--- src/hdl/sfwr_pkg.sv ---
// ----------------------------------------------------------------------------
// sfwr_pkg
// Shared types, constants and table functions of the waterfall row engine.
// ----------------------------------------------------------------------------
package sfwr_pkg;

  localparam int FftSize    = 64;
  localparam int AddrW      = 6;
  localparam int HalfW      = 5;
  localparam int StageW     = 3;
  localparam int SampleBits = 16;
  localparam int WorkW      = 25;
  localparam int CoefW      = 17;
  localparam int PowW       = 51;
  localparam int MantW      = 31;
  localparam int FracW      = 12;
  localparam int ExpW       = 6;
  localparam int LogW       = ExpW + FracW;
  localparam int ScaleW     = 40;
  localparam int HopW       = 7;
  localparam int CntW       = 7;
  localparam int OffW       = 9;
  localparam int LevelW     = 8;
  localparam int IterW      = 4;

  localparam logic [IterW-1:0]  LogLast    = IterW'(FracW - 1);
  localparam logic [StageW-1:0] StageLast  = StageW'(AddrW - 1);
  localparam logic [HopW-1:0]   HopReset   = 7'd16;
  localparam logic [OffW-1:0]   OffReset   = 9'd36;
  localparam logic [21:0]       Db16Q16    = 22'd3156528;
  // 2*(SampleBits-1) * 4096 * Db16Q16
  localparam longint            DbBase     = longint'(2 * (SampleBits - 1)) * 4096 * 3156528;

  typedef enum logic [0:0] {
    REG_HOP    = 1'b0,
    REG_OFFSET = 1'b1
  } cfg_reg_e;

  typedef enum logic [3:0] {
    OP_NONE,
    OP_WIN_RD,
    OP_WIN_WR,
    OP_BF_RD,
    OP_BF_MUL,
    OP_BF_WRA,
    OP_BF_WRB,
    OP_OUT_RD,
    OP_OUT_PWR,
    OP_OUT_CLZ,
    OP_OUT_NORM,
    OP_OUT_LOG,
    OP_OUT_MUL,
    OP_OUT_LVL
  } dp_op_e;

  typedef struct packed {
    dp_op_e              op;
    logic                in_write;
    logic [AddrW-1:0]    idx;
    logic [StageW-1:0]   stage;
    logic [HalfW-1:0]    bf;
  } dp_cmd_t;

  // quarter wave sine, Q15
  localparam logic [CoefW-1:0] QSin [17] = '{
    17'd0,     17'd3212,  17'd6393,  17'd9512,  17'd12540, 17'd15447,
    17'd18205, 17'd20788, 17'd23170, 17'd25330, 17'd27246, 17'd28899,
    17'd30274, 17'd31357, 17'd32138, 17'd32610, 17'd32768
  };

  function automatic logic signed [CoefW-1:0] cos_q15(input logic [AddrW-1:0] m);
    logic [4:0] r;
    logic [4:0] rc;
    logic signed [CoefW-1:0] a;
    logic signed [CoefW-1:0] b;
    r  = {1'b0, m[3:0]};
    rc = 5'd16 - r;
    a  = QSin[r];
    b  = QSin[rc];
    case (m[5:4])
      2'd0:    cos_q15 = b;
      2'd1:    cos_q15 = -a;
      2'd2:    cos_q15 = -b;
      default: cos_q15 = a;
    endcase
  endfunction

  function automatic logic signed [CoefW-1:0] sin_q15(input logic [AddrW-1:0] m);
    logic [4:0] r;
    logic [4:0] rc;
    logic signed [CoefW-1:0] a;
    logic signed [CoefW-1:0] b;
    r  = {1'b0, m[3:0]};
    rc = 5'd16 - r;
    a  = QSin[r];
    b  = QSin[rc];
    case (m[5:4])
      2'd0:    sin_q15 = a;
      2'd1:    sin_q15 = b;
      2'd2:    sin_q15 = -a;
      default: sin_q15 = -b;
    endcase
  endfunction

  function automatic logic signed [CoefW-1:0] hann_q15(input logic [AddrW-1:0] m);
    logic signed [CoefW:0] c;
    logic signed [CoefW:0] t;
    c = (CoefW + 1)'(cos_q15(m));
    t = 18'sd32769 - c;
    hann_q15 = t[CoefW:1];
  endfunction

  function automatic logic [AddrW-1:0] bit_rev(input logic [AddrW-1:0] v);
    for (int b = 0; b < AddrW; b++) begin
      bit_rev[b] = v[AddrW-1-b];
    end
  endfunction

endpackage

--- src/hdl/sfwr_ctrl.sv ---
// ----------------------------------------------------------------------------
// sfwr_ctrl
// Controller: frame counting, row trigger and sequencing of the datapath.
// ----------------------------------------------------------------------------
module sfwr_ctrl import sfwr_pkg::*; (
  input  logic            clk_i,
  input  logic            rst_ni,
  input  logic            in_valid_i,
  output logic            in_ready_o,
  output logic            out_valid_o,
  input  logic            out_ready_i,
  input  logic            cfg_we_i,
  input  logic            cfg_index_i,
  input  logic [HopW-1:0] cfg_data_i,
  output dp_cmd_t         cmd_o
);

  typedef enum logic [14:0] {
    S_IDLE     = 15'b000000000000001,
    S_WIN_RD   = 15'b000000000000010,
    S_WIN_WR   = 15'b000000000000100,
    S_BF_RD    = 15'b000000000001000,
    S_BF_MUL   = 15'b000000000010000,
    S_BF_WRA   = 15'b000000000100000,
    S_BF_WRB   = 15'b000000001000000,
    S_OUT_RD   = 15'b000000010000000,
    S_OUT_PWR  = 15'b000000100000000,
    S_OUT_CLZ  = 15'b000001000000000,
    S_OUT_NORM = 15'b000010000000000,
    S_OUT_LOG  = 15'b000100000000000,
    S_OUT_MUL  = 15'b001000000000000,
    S_OUT_LVL  = 15'b010000000000000,
    S_OUT_HOLD = 15'b100000000000000
  } state_e;

  state_e              state_q, state_d;
  logic [AddrW-1:0]    idx_q, idx_d;
  logic [StageW-1:0]   stage_q, stage_d;
  logic [HalfW-1:0]    bf_q, bf_d;
  logic [IterW-1:0]    iter_q, iter_d;
  logic [CntW-1:0]     filled_q, filled_d;
  logic [CntW-1:0]     since_q, since_d;
  logic [HopW-1:0]     hop_q;
  logic                out_valid_q, out_valid_d;

  logic            accept, fire;
  logic [CntW-1:0] filled_nx, since_nx;

  assign in_ready_o  = (state_q == S_IDLE);
  assign out_valid_o = out_valid_q;
  assign accept      = in_valid_i && in_ready_o;
  assign filled_nx   = (filled_q < CntW'(FftSize)) ? filled_q + CntW'(1) : filled_q;
  assign since_nx    = (since_q != '1) ? since_q + CntW'(1) : since_q;
  assign fire        = (filled_nx == CntW'(FftSize)) && (since_nx >= hop_q);

  always_comb begin
    state_d     = state_q;
    idx_d       = idx_q;
    stage_d     = stage_q;
    bf_d        = bf_q;
    iter_d      = iter_q;
    filled_d    = filled_q;
    since_d     = since_q;
    out_valid_d = out_valid_q;
    case (state_q)
      S_IDLE: begin
        if (accept) begin
          filled_d = filled_nx;
          since_d  = fire ? '0 : since_nx;
          if (fire) begin
            idx_d   = '0;
            state_d = S_WIN_RD;
          end
        end
      end
      S_WIN_RD: state_d = S_WIN_WR;
      S_WIN_WR: begin
        idx_d = idx_q + AddrW'(1);
        if (idx_q == '1) begin
          stage_d = '0;
          bf_d    = '0;
          state_d = S_BF_RD;
        end else begin
          state_d = S_WIN_RD;
        end
      end
      S_BF_RD:  state_d = S_BF_MUL;
      S_BF_MUL: state_d = S_BF_WRA;
      S_BF_WRA: state_d = S_BF_WRB;
      S_BF_WRB: begin
        bf_d    = bf_q + HalfW'(1);
        state_d = S_BF_RD;
        if (bf_q == '1) begin
          if (stage_q == StageLast) begin
            idx_d   = '0;
            state_d = S_OUT_RD;
          end else begin
            stage_d = stage_q + StageW'(1);
          end
        end
      end
      S_OUT_RD:   state_d = S_OUT_PWR;
      S_OUT_PWR:  state_d = S_OUT_CLZ;
      S_OUT_CLZ:  state_d = S_OUT_NORM;
      S_OUT_NORM: begin
        iter_d  = '0;
        state_d = S_OUT_LOG;
      end
      S_OUT_LOG: begin
        iter_d = iter_q + IterW'(1);
        if (iter_q == LogLast) state_d = S_OUT_MUL;
      end
      S_OUT_MUL: state_d = S_OUT_LVL;
      S_OUT_LVL: begin
        out_valid_d = 1'b1;
        state_d     = S_OUT_HOLD;
      end
      S_OUT_HOLD: begin
        if (out_ready_i) begin
          out_valid_d = 1'b0;
          idx_d       = idx_q + AddrW'(1);
          state_d     = (idx_q == '1) ? S_IDLE : S_OUT_RD;
        end
      end
      default: state_d = S_IDLE;
    endcase
  end

  always_comb begin
    case (state_q)
      S_WIN_RD:   cmd_o.op = OP_WIN_RD;
      S_WIN_WR:   cmd_o.op = OP_WIN_WR;
      S_BF_RD:    cmd_o.op = OP_BF_RD;
      S_BF_MUL:   cmd_o.op = OP_BF_MUL;
      S_BF_WRA:   cmd_o.op = OP_BF_WRA;
      S_BF_WRB:   cmd_o.op = OP_BF_WRB;
      S_OUT_RD:   cmd_o.op = OP_OUT_RD;
      S_OUT_PWR:  cmd_o.op = OP_OUT_PWR;
      S_OUT_CLZ:  cmd_o.op = OP_OUT_CLZ;
      S_OUT_NORM: cmd_o.op = OP_OUT_NORM;
      S_OUT_LOG:  cmd_o.op = OP_OUT_LOG;
      S_OUT_MUL:  cmd_o.op = OP_OUT_MUL;
      S_OUT_LVL:  cmd_o.op = OP_OUT_LVL;
      default:    cmd_o.op = OP_NONE;
    endcase
    cmd_o.in_write = accept;
    cmd_o.idx      = idx_q;
    cmd_o.stage    = stage_q;
    cmd_o.bf       = bf_q;
  end

  always_ff @(posedge clk_i or negedge rst_ni) begin
    if (!rst_ni) begin
      state_q     <= S_IDLE;
      idx_q       <= '0;
      stage_q     <= '0;
      bf_q        <= '0;
      iter_q      <= '0;
      filled_q    <= '0;
      since_q     <= '0;
      hop_q       <= HopReset;
      out_valid_q <= 1'b0;
    end else begin
      state_q     <= state_d;
      idx_q       <= idx_d;
      stage_q     <= stage_d;
      bf_q        <= bf_d;
      iter_q      <= iter_d;
      filled_q    <= filled_d;
      since_q     <= since_d;
      out_valid_q <= out_valid_d;
      if (cfg_we_i && cfg_index_i == REG_HOP) hop_q <= cfg_data_i;
    end
  end

  a_no_input_during_output: assert property (@(posedge clk_i) disable iff (!rst_ni)
    out_valid_o |-> !in_ready_o)
    else $error("input taken while a bin is pending");

  a_since_clear_in_row: assert property (@(posedge clk_i) disable iff (!rst_ni)
    (state_q != S_IDLE) |-> (since_q == '0))
    else $error("frame count not cleared for row");

  a_row_needs_full_ring: assert property (@(posedge clk_i) disable iff (!rst_ni)
    (state_q == S_WIN_RD && idx_q == '0) |-> (filled_q == CntW'(FftSize)))
    else $error("row started before ring filled");

  a_valid_only_in_hold: assert property (@(posedge clk_i) disable iff (!rst_ni)
    out_valid_q |-> (state_q == S_OUT_HOLD))
    else $error("bin valid outside hold");

endmodule
--- config.mk ---
export PLATFORM = sky130hd
export DESIGN_NAME = sfwr_ctrl
export DESIGN_NICKNAME = d
export VERILOG_FILES = /design/src/hdl/sfwr_pkg.sv /design/src/hdl/sfwr_ctrl.sv
export SDC_FILE = /design/constraint.sdc
export NUM_CORES = 1
export LEC_CHECK = 0
export BUFFER_PORTS_ARGS = -buffer_cell sky130_fd_sc_hd__buf_2
export CAP_MARGIN = 0
export CELL_PAD_IN_SITES_DETAIL_PLACEMENT = 1
export CELL_PAD_IN_SITES_GLOBAL_PLACEMENT = 1
export CORE_AREA = 2 2 75 112
export DETAILED_ROUTE_END_ITERATION = 16
export DIE_AREA = 0 0 77 114
export GPL_TIMING_DRIVEN = 0
export PLACE_DENSITY_LB_ADDON = 0.12
export SYNTH_ARGS = -nofsm -noshare
export SYNTH_HDL_FRONTEND = slang
export SYNTH_SLANG_ARGS = --single-unit
--- constraint.sdc ---
create_clock -name clk_i -period 4.3 [get_ports clk_i]
set_input_delay 0.645 -clock clk_i [delete_from_list [all_inputs] [get_ports clk_i]]
set_output_delay 0.645 -clock clk_i [all_outputs]
set_load 0.05 [all_outputs]
Yosys cells after proc, flatten, opt, wreduce, memory -nomap -nowiden. Cells that the tools add are included.

Flip-flop bits (word level): 55. Output and inout port bits: 21.

$add $sub $neg: 6. Magnitude comparators: 2. Equality and inequality tests: 29. Multiplexer cells: 28. Bitwise gates (word level): 1. Reduce and logical (&&, ||, !) cells: 13.

Operator list (number): case mux 15 bit (15 select lines) (1); two-way mux 15 bit (4); case mux 4 bit (13 select lines) (1); two-way mux 6 bit (5); two-way mux 8 bit (3); case mux 6 bit (4 select lines) (1); two-way mux 7 bit (3); equality test 15 x 1 -> 1 bit, second input constant (1); equality test 15 x 10 -> 1 bit, second input constant (1); equality test 15 x 11 -> 1 bit, second input constant (1); equality test 15 x 12 -> 1 bit, second input constant (1); equality test 15 x 13 -> 1 bit, second input constant (1); equality test 15 x 14 -> 1 bit, second input constant (1); equality test 15 bit, second input constant (1); equality test 15 x 2 -> 1 bit, second input constant (1); equality test 15 x 3 -> 1 bit, second input constant (1); equality test 15 x 4 -> 1 bit, second input constant (1); equality test 15 x 5 -> 1 bit, second input constant (1); equality test 15 x 6 -> 1 bit, second input constant (1); equality test 15 x 7 -> 1 bit, second input constant (1); equality test 15 x 8 -> 1 bit, second input constant (1); equality test 15 x 9 -> 1 bit, second input constant (1); adder 7 x 1 -> 7 bit, second input constant (2); inequality test 2 bit, second input constant (6); other kinds (28) (38).

Longest topological paths before layout. Gate-level depths: netlist of run 1.

Word-level depth: 7. Gate-level depth with buffers: 14.

Worst setup path after synthesis of run 1. OpenSTA, ideal clock, no wires.

Kind: register to register. Start point: reg since_q[0]. End point: reg since_q[0]. Data arrival time: 3.147 ns. Setup slack: 1.089 ns. Cell stages (with the launch flop): 15. Path buffers: 1. Cells stage by stage: dfrtp_1 ha_1 nand2_1 or3_1 clkbuf_1 and4_1 and3_1 xor2_1 ha_1 and2_0 a221o_1 a41oi_1 nor2_1 nor4b_2 a21o_1.

Longest elaborated chain between the ends: 5.

RTL lines: start, declared (RTL line sfwr_ctrl.sv:42) `logic [CntW-1:0] since_q, since_d;`; start signal, assigned (RTL line sfwr_ctrl.sv:170) `since_q <= since_d;`; adder 7 x 1 -> 7 bit or inequality test 7 bit (tied branches) (RTL line sfwr_ctrl.sv:53) `assign since_nx = (since_q != '1) ? since_q + CntW'(1) : since_q;`; two-way mux 7 bit (*) (RTL line sfwr_ctrl.sv:53); greater-or-equal comparator 7 bit (RTL line sfwr_ctrl.sv:54) `assign fire = (filled_nx == CntW'(FftSize)) && (since_nx >= hop_q);`; logical AND 1 bit (RTL line sfwr_ctrl.sv:54); two-way mux 7 bit (*) (RTL line sfwr_ctrl.sv:69) `since_d = fire ? '0 : since_nx;`.

Mark *: on every way between the ends. The rest lies on a longest branch, timed or not. A chain may end at the register's enable or synchronous reset.

Final worst setup path of run 1.
Start point: reg since_q[0]. End point: reg since_q[5].

Same word-level chain as after synthesis.

==> impl_metrics.toml, run 1 <==
[outcome]
outcome = "complete, no violations"

[power_and_ir_drop]
total_power_mw = 1.50
power.ir.vdd_worst_mv = 0.216
leakagePower_nw = 1.77
power_density_nw_per_um2 = 388

[placed_design]
post-place-cells = 498
hpwl_um = 6510
post-place-ws_ns = 0.555
gp_routability_congestion = 0.864
place_area_um2 = 3710
io_buffer_count = 33

[sta]
period_minus_slack_ns = 3.76
max-slew-margin-rel_pct = 50.7
timing.clock.skew_ns = 0.0116
max_freq_mhz = 266
setup_viol = 0
postLayoutSetupSlackWorst_ns = 0.543
hold-worst-slack_ns = 0.402
hold_viol = 0
setup-tns-final_ns = 0
grt_setup_unrepaired = "false"
post-route-period-util_pct = 87.4
final-max-slew-violation-count = 0
worst_slew_pin_slew_ns = 0.733

[setup_path]
crit_slowest_cell = "sky130_fd_sc_hd__nor2_1"
cp_common_cell = "sky130_fd_sc_hd__ha_1"
critical_path.max_fanout = 9
worst-endpoint-required_ns = 4.49
data_arrival_at_the_endpoint_of_the_critical_path_ns = 3.94
timing.critical_path.buf_inv = 1
worstSetupPathType = "flop to flop"
worstPathCellList = "ha_1 > nand2_1 > or3_1 > clkbuf_1 > and4_1 > and3_1 > xor2_1 > ha_1 > and2_0 > a221o_1 > a41oi_1 > nor2_1 > o21ai_0 > o2bb2ai_1"
critical_path.startpoint_type = "flop"
cpLargestDelayFamily = "simple AND/OR/NAND/NOR gates"
worstSetupEndpointType = "flop"
timing.critical_path.slowest_cell_delay_ns = 0.56

[synth]
yosysWarnings = 0
syn_avg_cell_area_um2 = 9.48
asyncSetResetFlopFracSynth_pct = 100
synth-edff-count = 0
yosys.cell_types.count = 70
syn-instance-count = 360
post_synth_instance_area_um2 = 3410
postSynthNetCount = 388
synth_flop_cell = "sky130_fd_sc_hd__dfrtp_1"
seq_cells_post_synth = 55
synth.top_cells.by_area = "sky130_fd_sc_hd__dfrtp_1 (39%), sky130_fd_sc_hd__ha_1 (5.5%), sky130_fd_sc_hd__o21ai_0 (4.1%), sky130_fd_sc_hd__nand2_1 (4.0%), sky130_fd_sc_hd__nor2_1 (2.7%)"
yosysTopAreaCell = "sky130_fd_sc_hd__dfrtp_1"
synth_largest_type_area_fraction_pct = 38.9
synth-seq-area-share_pct = 40.4

[route]
totalWireLength_um = 8780
avgViaCountPerCell = 5.72
final_antenna_net_count = 0
via_count = 2892
detailedRoute.firstPassIterationCount = 4
drc = 0
iteration_0_drc_count_of_the_detailed_router = 141
avgRoutedWirePerCell_um = 17.4

[clocking]
clock_insertion_delay_worst_skew_ns = 0.31
htree_levels = 2
cts_sinks = 55
number_of_gates_given_a_new_drive_strength_after_cts = 0
root_buffer_cell = "sky130_fd_sc_hd__clkbuf_16"
clock_path_buffers = 2
post_cts_buffers = 0
cts_buffers = 5
post_cts_hold_buffer_count = 0
tritoncts = "done"
clock_edge_transition_at_the_registers_on_the_reported_setup_and_hold_paths_ns = 0.07

[global_routing]
grt_first_pass_wirelength_um = 14900
grt_start_max_net_pins = 56
vias_in_the_first_global_route = 3037
globalRouteTotalUtil_pct = 21.3
grt.overflow.total = 0
grt_antenna_before_repair = 0

[floorplanning]
boundaryPins = 34
die_area_um2 = 8780
placeableCoreArea_um2 = 7910
floorplan.initialDensity_pct = 43.2
chipHeight_um = 114
fp-row-count = 40
die_x_um = 77

[finish]
leading_cell_types_in_the_layout_fill_and_taps_excluded = "sky130_fd_sc_hd__dfrtp_1 (53), sky130_fd_sc_hd__nand2_1 (36), sky130_fd_sc_hd__buf_2 (33), sky130_fd_sc_hd__o21ai_0 (28), sky130_fd_sc_hd__nor2_1 (25)"
area_growth_syn_to_layout_pct = 13.6
antenna_cells = 0
post_route_cells_drive_above_1_share_pct = 19.2
final_common_cell = "sky130_fd_sc_hd__dfrtp_1"
stdcell_area_um2 = 3880
fin_util_pct = 49.1
num-nets-final = 428
post_layout_nonfiller_instances = 506

[min_path]
hp-class = "primary input to asynchronous set/reset pin"

[run]
cap_violations = 0
==> sequential cells by signal (all words and copies together) (netlist names) <==
| register | cells |
|---|---|
| bf_q | 5 |
| filled_q | 7 |
| hop_q | 7 |
| idx_q | 6 |
| iter_q | 4 |
| out_valid_o | 1 |
| since_q | 7 |
| stage_q | 3 |
| state_q | 15 |
==> Yosys cell counts (3+ instances only) <==
| cell type | instances |
|---|---|
| sky130_fd_sc_hd__nor2_1 | 25 |
| sky130_fd_sc_hd__o31ai_1 | 8 |
| sky130_fd_sc_hd__nor2b_1 | 6 |
| sky130_fd_sc_hd__and3_1 | 7 |
| sky130_fd_sc_hd__buf_4 | 5 |
| sky130_fd_sc_hd__nor3_1 | 10 |
| sky130_fd_sc_hd__or3_1 | 3 |
| sky130_fd_sc_hd__xnor2_1 | 10 |
| sky130_fd_sc_hd__or2_2 | 3 |
| sky130_fd_sc_hd__a22o_1 | 3 |
| sky130_fd_sc_hd__xor2_1 | 5 |
| sky130_fd_sc_hd__nand3b_1 | 7 |
| sky130_fd_sc_hd__dfrtp_1 | 53 |
| sky130_fd_sc_hd__o2bb2ai_1 | 3 |
| sky130_fd_sc_hd__mux2_2 | 3 |
| sky130_fd_sc_hd__o21ai_0 | 28 |
| sky130_fd_sc_hd__and4_1 | 3 |
| sky130_fd_sc_hd__o41ai_1 | 3 |
| sky130_fd_sc_hd__o21ai_1 | 5 |
| sky130_fd_sc_hd__nand2_1 | 36 |
| sky130_fd_sc_hd__a31oi_1 | 4 |
| sky130_fd_sc_hd__clkbuf_1 | 3 |
| sky130_fd_sc_hd__nand4_1 | 4 |
| sky130_fd_sc_hd__nor3b_1 | 7 |
| sky130_fd_sc_hd__inv_1 | 19 |
| sky130_fd_sc_hd__a21oi_1 | 13 |
| sky130_fd_sc_hd__ha_1 | 15 |
| sky130_fd_sc_hd__nand3_1 | 15 |
==> worst reg2reg max path, stage by stage, from the launching register on <==
cell,delay [ns]
sky130_fd_sc_hd__dfrtp_1,0.45
sky130_fd_sc_hd__ha_1,0.25
sky130_fd_sc_hd__nand2_1,0.10
sky130_fd_sc_hd__or3_1,0.35
sky130_fd_sc_hd__clkbuf_1,0.19
sky130_fd_sc_hd__and4_1,0.30
sky130_fd_sc_hd__and3_1,0.24
sky130_fd_sc_hd__xor2_1,0.16
sky130_fd_sc_hd__ha_1,0.28
sky130_fd_sc_hd__and2_0,0.18
sky130_fd_sc_hd__a221o_1,0.19
sky130_fd_sc_hd__a41oi_1,0.07
sky130_fd_sc_hd__nor2_1,0.56
sky130_fd_sc_hd__o21ai_0,0.18
sky130_fd_sc_hd__o2bb2ai_1,0.15
==> logic make-up after synthesis <==
family,share of synthesized area (%)
DFF,40.4
muxes,1.28
buffers and inverters,5.06
xor gates and xnor gates,3.85
adders and majority gates,5.50
and+or+nand+nor,26.0
AOI/OAI and AO/OA,17.9
==> power by group <==
part	leakage (nW)	total (mW)	switching, mW	internal [mW]
clock	0.0771	0.478	0.202	0.276
sequential	0.727	0.653	0.0726	0.580
combinational	0.970	0.374	0.210	0.164
total	1.77	1.50	0.485	1.02
==> metal layers <==
layer / global-route usage [%] / up-vias / wire length [µm]
met2: 39.4 / 42 / 4790
met4: 8.21 / 0 / 168
met1: 24.3 / 1447 / 3600
met5: 0 / - / 0
li1: - / 1394 / -
met3: 3.48 / 9 / 228
==> worst paths after layout <==
path	start	end	slack, ns	cells past startpoint
worst max-delay path	since_q[0]$_DFFE_PN0P_	since_q[5]$_DFFE_PN0P_	0.54	14
worst min-delay path	rst_ni	state_q[6]$_DFFE_PN0P_	0.40	1
worst max register to register	since_q[0]$_DFFE_PN0P_	since_q[5]$_DFFE_PN0P_	0.54	14
worst min register to register	idx_q[5]$_DFFE_PN0P_	idx_q[5]$_DFFE_PN0P_	0.51	1
max in group asynchronous	rst_ni	filled_q[4]$_DFFE_PN0P_	3.42	1
min in group clk_i	idx_q[5]$_DFFE_PN0P_	idx_q[5]$_DFFE_PN0P_	0.51	1
==> area by class of cell <==
| type | instances | area, µm² |
|---|---|---|
| clock buffer | 6 | 129 |
| multi-input combinational | 272 | 1860 |
| fill | 970 | 4030 |
| clock inverter | 2 | 37.5 |
| inverter | 21 | 78.8 |
| timing repair buffer | 33 | 168 |
| buffer | 12 | 93.8 |
| tap | 105 | 131 |
| sequential | 55 | 1380 |
No activity file was read; power rests on OpenSTA's default activity.
==> run 2, diff against run 1 <==
--- a/config.mk
+++ b/config.mk
@@ -10,6 +10,7 @@
 export CELL_PAD_IN_SITES_DETAIL_PLACEMENT = 1
 export CELL_PAD_IN_SITES_GLOBAL_PLACEMENT = 1
 export CORE_AREA = 2 2 75 112
+export CTS_BUF_LIST = sky130_fd_sc_hd__clkbuf_2
 export DETAILED_ROUTE_END_ITERATION = 16
 export DIE_AREA = 0 0 77 114
 export GPL_TIMING_DRIVEN = 0
==> run 2 against run 1 <==
Compared with the run above:
- cell count did not move
- die area unchanged
- non-clock buffer count is the same
- sequential power about the same
- first-iteration DRC count down 1.4%
- hold slack got worse by 0.27 ns
- global-route usage decreased by 0.59 points
- total power decreased by 13%
- count of clock-buffer cells in the layout did not move
- register-to-register slack got worse by 0.06 ns
- final area down 2.5%
- clock power shrank 41%
==> impl_metrics.toml, run 2 (same netlist as run 1, synthesis figures left out) <==
[sta]
post-route-period-util_pct = 88.7
postLayoutSetupSlackWorst_ns = 0.487
period_minus_slack_ns = 3.81
final-max-slew-violation-count = 0
setup_viol = 0
hold_viol = 0
setup-tns-final_ns = 0
grt_setup_unrepaired = "false"
timing.clock.skew_ns = 0.0594
max-slew-margin-rel_pct = 51.5
max_freq_mhz = 262
worst_slew_pin_slew_ns = 0.727

[power_and_ir_drop]
clock_power_share_pct = 21.6
combPwrFrac_pct = 28.5
switching_power_uw = 463
switching_share_pct = 35.4
power.ir.vdd_worst_mv = 0.211
leakagePower_nw = 1.74
total_power_mw = 1.31
power_density_nw_per_um2 = 346
power_report.internal_total_uw = 844
share_seq_of_total_power_pct = 49.9

[clocking]
number_of_gates_given_a_new_drive_strength_after_cts = 0
tritoncts = "done"
root_buffer_cell = "sky130_fd_sc_hd__clkbuf_2"
post_cts_buffers = 0
cts_buffers = 5
cts_sinks = 55
clock_insertion_delay_worst_skew_ns = 0.52
htree_levels = 2
clock_edge_transition_at_the_registers_on_the_reported_setup_and_hold_paths_ns = 0.34
clock_path_buffers = 2
post_cts_hold_buffer_count = 0

[placed_design]
post-place-ws_ns = 0.555
gp_routability_congestion = 0.864
hpwl_um = 6510
post-place-cells = 498
io_buffer_count = 33

[floorplanning]
fp-row-count = 40
chipHeight_um = 114
die_area_um2 = 8780
floorplan.initialDensity_pct = 43.2
die_x_um = 77
boundaryPins = 34
placeableCoreArea_um2 = 7910

[route]
detailedRoute.firstPassIterationCount = 4
drc = 0
totalWireLength_um = 8580
avgRoutedWirePerCell_um = 16.9
iteration_0_drc_count_of_the_detailed_router = 139
final_antenna_net_count = 0
via_count = 2872
avgViaCountPerCell = 5.68

[global_routing]
grt_antenna_before_repair = 0
globalRouteTotalUtil_pct = 20.7
vias_in_the_first_global_route = 3029
grt.overflow.total = 0
grt_first_pass_wirelength_um = 14600
grt_start_max_net_pins = 56

[setup_path]
timing.reg2reg.worst_path_depth = 14
worst-endpoint-required_ns = 4.69
data_arrival_at_the_endpoint_of_the_critical_path_ns = 4.20
critical_path.max_fanout = 9
worstReg2RegEnd = "since_q[5]$_DFFE_PN0P_"
ff2ff_setup_slack_ns = 0.49
cp_common_cell = "sky130_fd_sc_hd__ha_1"
timing.critical_path.slowest_cell_delay_ns = 0.57
worstPathCellList = "ha_1 > nand2_1 > or3_1 > clkbuf_1 > and4_1 > and3_1 > xor2_1 > ha_1 > and2_0 > a221o_1 > a41oi_1 > nor2_1 > o21ai_0 > o2bb2ai_1"
r2r-start = "since_q[0]$_DFFE_PN0P_"
worstSetupEndpointType = "flop"
crit_slowest_cell = "sky130_fd_sc_hd__nor2_1"
critical_path.startpoint_type = "flop"
worstSetupPathType = "flop to flop"

[finish]
post_route_cells_drive_above_1_share_pct = 19.5
filler_cell_count = 972
antenna_cells = 0
largest_register_ffs = 15
final_common_cell = "sky130_fd_sc_hd__dfrtp_1"
largest-register = "state_q"
area_growth_syn_to_layout_pct = 10.7
num-nets-final = 428
leading_cell_types_in_the_layout_fill_and_taps_excluded = "sky130_fd_sc_hd__dfrtp_1 (53), sky130_fd_sc_hd__nand2_1 (36), sky130_fd_sc_hd__buf_2 (33), sky130_fd_sc_hd__o21ai_0 (28), sky130_fd_sc_hd__nor2_1 (25)"
post_layout_nonfiller_instances = 506

[run]
cap_violations = 0

[min_path]
hp-class = "primary input to asynchronous set/reset pin"

[outcome]
outcome = "complete, no violations"
run 2: worst max-delay path, delay by kind of cell, from the launching register on:
kind	cells	cell delay [ns]
flops	1	0.52
xor+xnor	1	0.16
fa+ha+maj	2	0.53
compound gates	4	0.59
simple gates	6	1.74
buf+inv	1	0.19
run 2: how the worst max path moves through the flow:
stage	from	end	slack, ns	depth (start not counted)
final	since_q[0]$_DFFE_PN0P_	since_q[5]$_DFFE_PN0P_	0.49	14
after global routing	since_q[0]$_DFFE_PN0P_	since_q[5]$_DFFE_PN0P_	0.08	14
after CTS	since_q[0]$_DFFE_PN0P_	since_q[5]$_DFFE_PN0P_	0.48	14
after detailed placement	since_q[0]$_DFFE_PN0P_	since_q[5]$_DFFE_PN0P_	0.56	14
after global placement	since_q[0]$_DFFE_PN0P_	since_q[5]$_DFFE_PN0P_	0.67	14
after floorplan	since_q[0]$_DFFE_PN0P_	since_q[0]$_DFFE_PN0P_	1.09	14
run 2: routing by layer:
layer / global-route usage (%) / part of all wire (%) / vias to the layer above
li1: - / - / 1392
met3: 3.48 / 2.3 / 14
met4: 8.21 / 2.8 / 0
met2: 37.7 / 52 / 39
met5: 0 / 0 / -
met1: 24.0 / 42 / 1427
run 2: per-stage QoR:
step                      instance area (µm²)  hold WS, ns  utilization (%)
final                                    3780        0.128             47.8
after global routing                     3780        0.149             47.8
after CTS                                3780        0.279             47.8
after detailed placement                 3710        0.494             46.9
after global placement                   3710        0.495             46.9
after floorplan                          3410        0.349                -
run 2: power by group through the flow:
stage                     clock network, mW  logic [mW]  registers [mW]
after floorplan                           0       0.279           0.646
after global placement                    0       0.360           0.659
after detailed placement                  0       0.376           0.661
after CTS                             0.293       0.378           0.653
after global routing                  0.306       0.424           0.665
final                                 0.282       0.372           0.653
run 2: layout make-up:
type | instances | area (µm²) | share of cell area, %
flip-flops and latches | 55 | 1380 | 36.5
multi-input cells | 272 | 1860 | 49.3
well taps | 105 | 131 | 3.48
inverters | 21 | 78.8 | 2.09
clock inverters | 2 | 37.5 | 0.993
clock buffers | 6 | 30.0 | 0.794
plain buffers | 12 | 93.8 | 2.48
repair buffers | 33 | 168 | 4.44
==> run 3, diff against run 2 <==
--- a/config.mk
+++ b/config.mk
@@ -5,14 +5,15 @@
 export SDC_FILE = /design/constraint.sdc
 export NUM_CORES = 1
 export LEC_CHECK = 0
-export BUFFER_PORTS_ARGS = -buffer_cell sky130_fd_sc_hd__buf_2
 export CAP_MARGIN = 0
 export CELL_PAD_IN_SITES_DETAIL_PLACEMENT = 1
 export CELL_PAD_IN_SITES_GLOBAL_PLACEMENT = 1
 export CORE_AREA = 2 2 75 112
 export CTS_BUF_LIST = sky130_fd_sc_hd__clkbuf_2
+export CTS_CLUSTER_DIAMETER = 80
 export DETAILED_ROUTE_END_ITERATION = 16
 export DIE_AREA = 0 0 77 114
+export DONT_BUFFER_PORTS = 1
 export GPL_TIMING_DRIVEN = 0
 export PLACE_DENSITY_LB_ADDON = 0.12
 export SYNTH_ARGS = -nofsm -noshare
==> run 3 against run 2 <==
Compared with the run above:
- clock skew down 0.035 ns
- final area fell by 4.0%
- core utilization is 1.9 points lower
- maximum frequency fell by 1.0%
- sequential power grew 0.9%
- highest routed layer unchanged
- critical path depth fell by 9
- sequential cell count did not move
- largest cell class unchanged
- total power shrank 4.4%
==> impl_metrics.toml, run 3 (same netlist as run 1, synthesis figures left out) <==
[outcome]
outcome = "complete, no violations"

[route]
via_count = 2740
avgRoutedWirePerCell_um = 18.1
totalWireLength_um = 8600
iteration_0_drc_count_of_the_detailed_router = 118
drc = 0
detailedRoute.firstPassIterationCount = 4
avgViaCountPerCell = 5.77
final_antenna_net_count = 0

[sta]
period_minus_slack_ns = 3.85
max_freq_mhz = 260
postLayoutSetupSlackWorst_ns = 0.448
setup-tns-final_ns = 0
grt_setup_unrepaired = "false"
setup_viol = 0
timing.clock.skew_ns = 0.0246
final-max-slew-violation-count = 0
post-route-period-util_pct = 89.6
hold_viol = 0
max-slew-margin-rel_pct = 3.56
worst_slew_pin_slew_ns = 1.44

[clocking]
cts_buffers = 5
post_cts_hold_buffer_count = 2
root_buffer_cell = "sky130_fd_sc_hd__clkbuf_2"
cts_sinks = 55
htree_levels = 2
number_of_gates_given_a_new_drive_strength_after_cts = 0
post_cts_buffers = 0
clock_edge_transition_at_the_registers_on_the_reported_setup_and_hold_paths_ns = 0.31
clock_path_buffers = 2
clock_insertion_delay_worst_skew_ns = 0.50
tritoncts = "done"

[setup_path]
data_arrival_at_the_endpoint_of_the_critical_path_ns = 3.21
critical_path.startpoint_type = "flop"
r2r-start = "since_q[0]$_DFFE_PN0P_"
worstSetupEndpointType = "output port"
critical_path.max_fanout = 8
timing.critical_path.from = "state_q[1]$_DFFE_PN0P_"
worstSetupPathType = "flop to output port"
worst-endpoint-required_ns = 3.65

[floorplanning]
die_x_um = 77
die_area_um2 = 8780
boundaryPins = 34
placeableCoreArea_um2 = 7910
floorplan.initialDensity_pct = 43.2
chipHeight_um = 114
fp-row-count = 40

[finish]
largest-register = "state_q"
num-nets-final = 397
fin_util_pct = 45.9
leading_cell_types_in_the_layout_fill_and_taps_excluded = "sky130_fd_sc_hd__dfrtp_1 (53), sky130_fd_sc_hd__nand2_1 (36), sky130_fd_sc_hd__o21ai_0 (28), sky130_fd_sc_hd__nor2_1 (25), sky130_fd_sc_hd__inv_1 (19)"
post_route_cells_drive_above_1_share_pct = 12.2
stdcell_area_um2 = 3630
final_common_cell = "sky130_fd_sc_hd__dfrtp_1"
antenna_cells = 0
largest_register_ffs = 15
area_growth_syn_to_layout_pct = 6.27

[global_routing]
grt.met3_usage_pct = 3.80
met1_capacity_usage_during_global_routing_pct = 22.7
grtUsageMet2_pct = 39.4
grt_first_pass_wirelength_um = 14400
vias_in_the_first_global_route = 2889
top_usage_layer = "met2"
grt_start_max_net_pins = 56
globalRouteTotalUtil_pct = 20.7
grt.overflow.total = 0
grt_antenna_before_repair = 0

[min_path]
hp-class = "primary input to flop"
min_from = "out_ready_i"

[run]
cap_violations = 0

[power_and_ir_drop]
leakagePower_nw = 1.58
total_power_mw = 1.25
power_density_nw_per_um2 = 345
power.ir.vdd_worst_mv = 0.190

[placed_design]
place_area_um2 = 3540
gp_routability_congestion = 0.861
io_buffer_count = 0
post-place-ws_ns = 0.621
hpwl_um = 6470
==> run 3: cell types whose count changed in the layout (fill, tap and decap cells not counted), sizes merged <==
cell	change
dlygate4sd3	+1
clkinv	+2
buf	-32
bufinv	-1
clkbuf	-1
==> run 3: worst paths after layout <==
path / to / slack (ns) / depth (start not counted)
max in group asynchronous: hop_q[4]$_DFFE_PN1P_ / 3.38 / 2
min in group asynchronous: state_q[14]$_DFFE_PN0P_ / 0.61 / 2
worst min register to register: filled_q[4]$_DFFE_PN0P_ / 0.53 / 1
worst max-delay path: cmd_o[18] / 0.45 / 5
worst max register to register: since_q[3]$_DFFE_PN0P_ / 0.60 / 14
worst min-delay path: state_q[14]$_DFFE_PN0P_ / 0.19 / 1
==> run 3: layout make-up <==
cell class	count	area [µm²]
plain buffers	12	93.8
clock buffers	5	25.0
clock inverters	3	20.0
fillers	958	4280
inverters	21	78.8
multi-input cells	272	1860
flip-flops and latches	55	1380
well taps	105	131
repair buffers	2	37.5
==> run 3: stage by stage <==
step | hold slack [ns] | cells
6_report | 0.187 | 475
5_1_grt | 0.164 | 475
4_1_cts | 0.155 | 475
3_5_place_dp | 0.351 | 465
3_3_place_gp | 0.351 | 465
2_1_floorplan | 0.349 | 360
==> run 3: routing by layer <==
layer / wire length (µm) / share of wire, %
met1: 3500 / 41
met2: 4650 / 54
met3: 254 / 3.0
met4: 199 / 2.3
met5: 0 / 0
==> run 3: power by group <==
group | internal (mW) | switching (mW)
clock | 0.0391 | 0.189
sequential | 0.581 | 0.0787
combinational | 0.161 | 0.203
total | 0.781 | 0.470
==> run 3: critical path, stage by stage, from the launching register on <==
cell                      delay (ns)
sky130_fd_sc_hd__dfrtp_1        0.45
sky130_fd_sc_hd__buf_4          0.16
sky130_fd_sc_hd__nor3_1         0.58
sky130_fd_sc_hd__and3_1         0.34
sky130_fd_sc_hd__o21ai_0        0.12
sky130_fd_sc_hd__a31oi_1        1.04
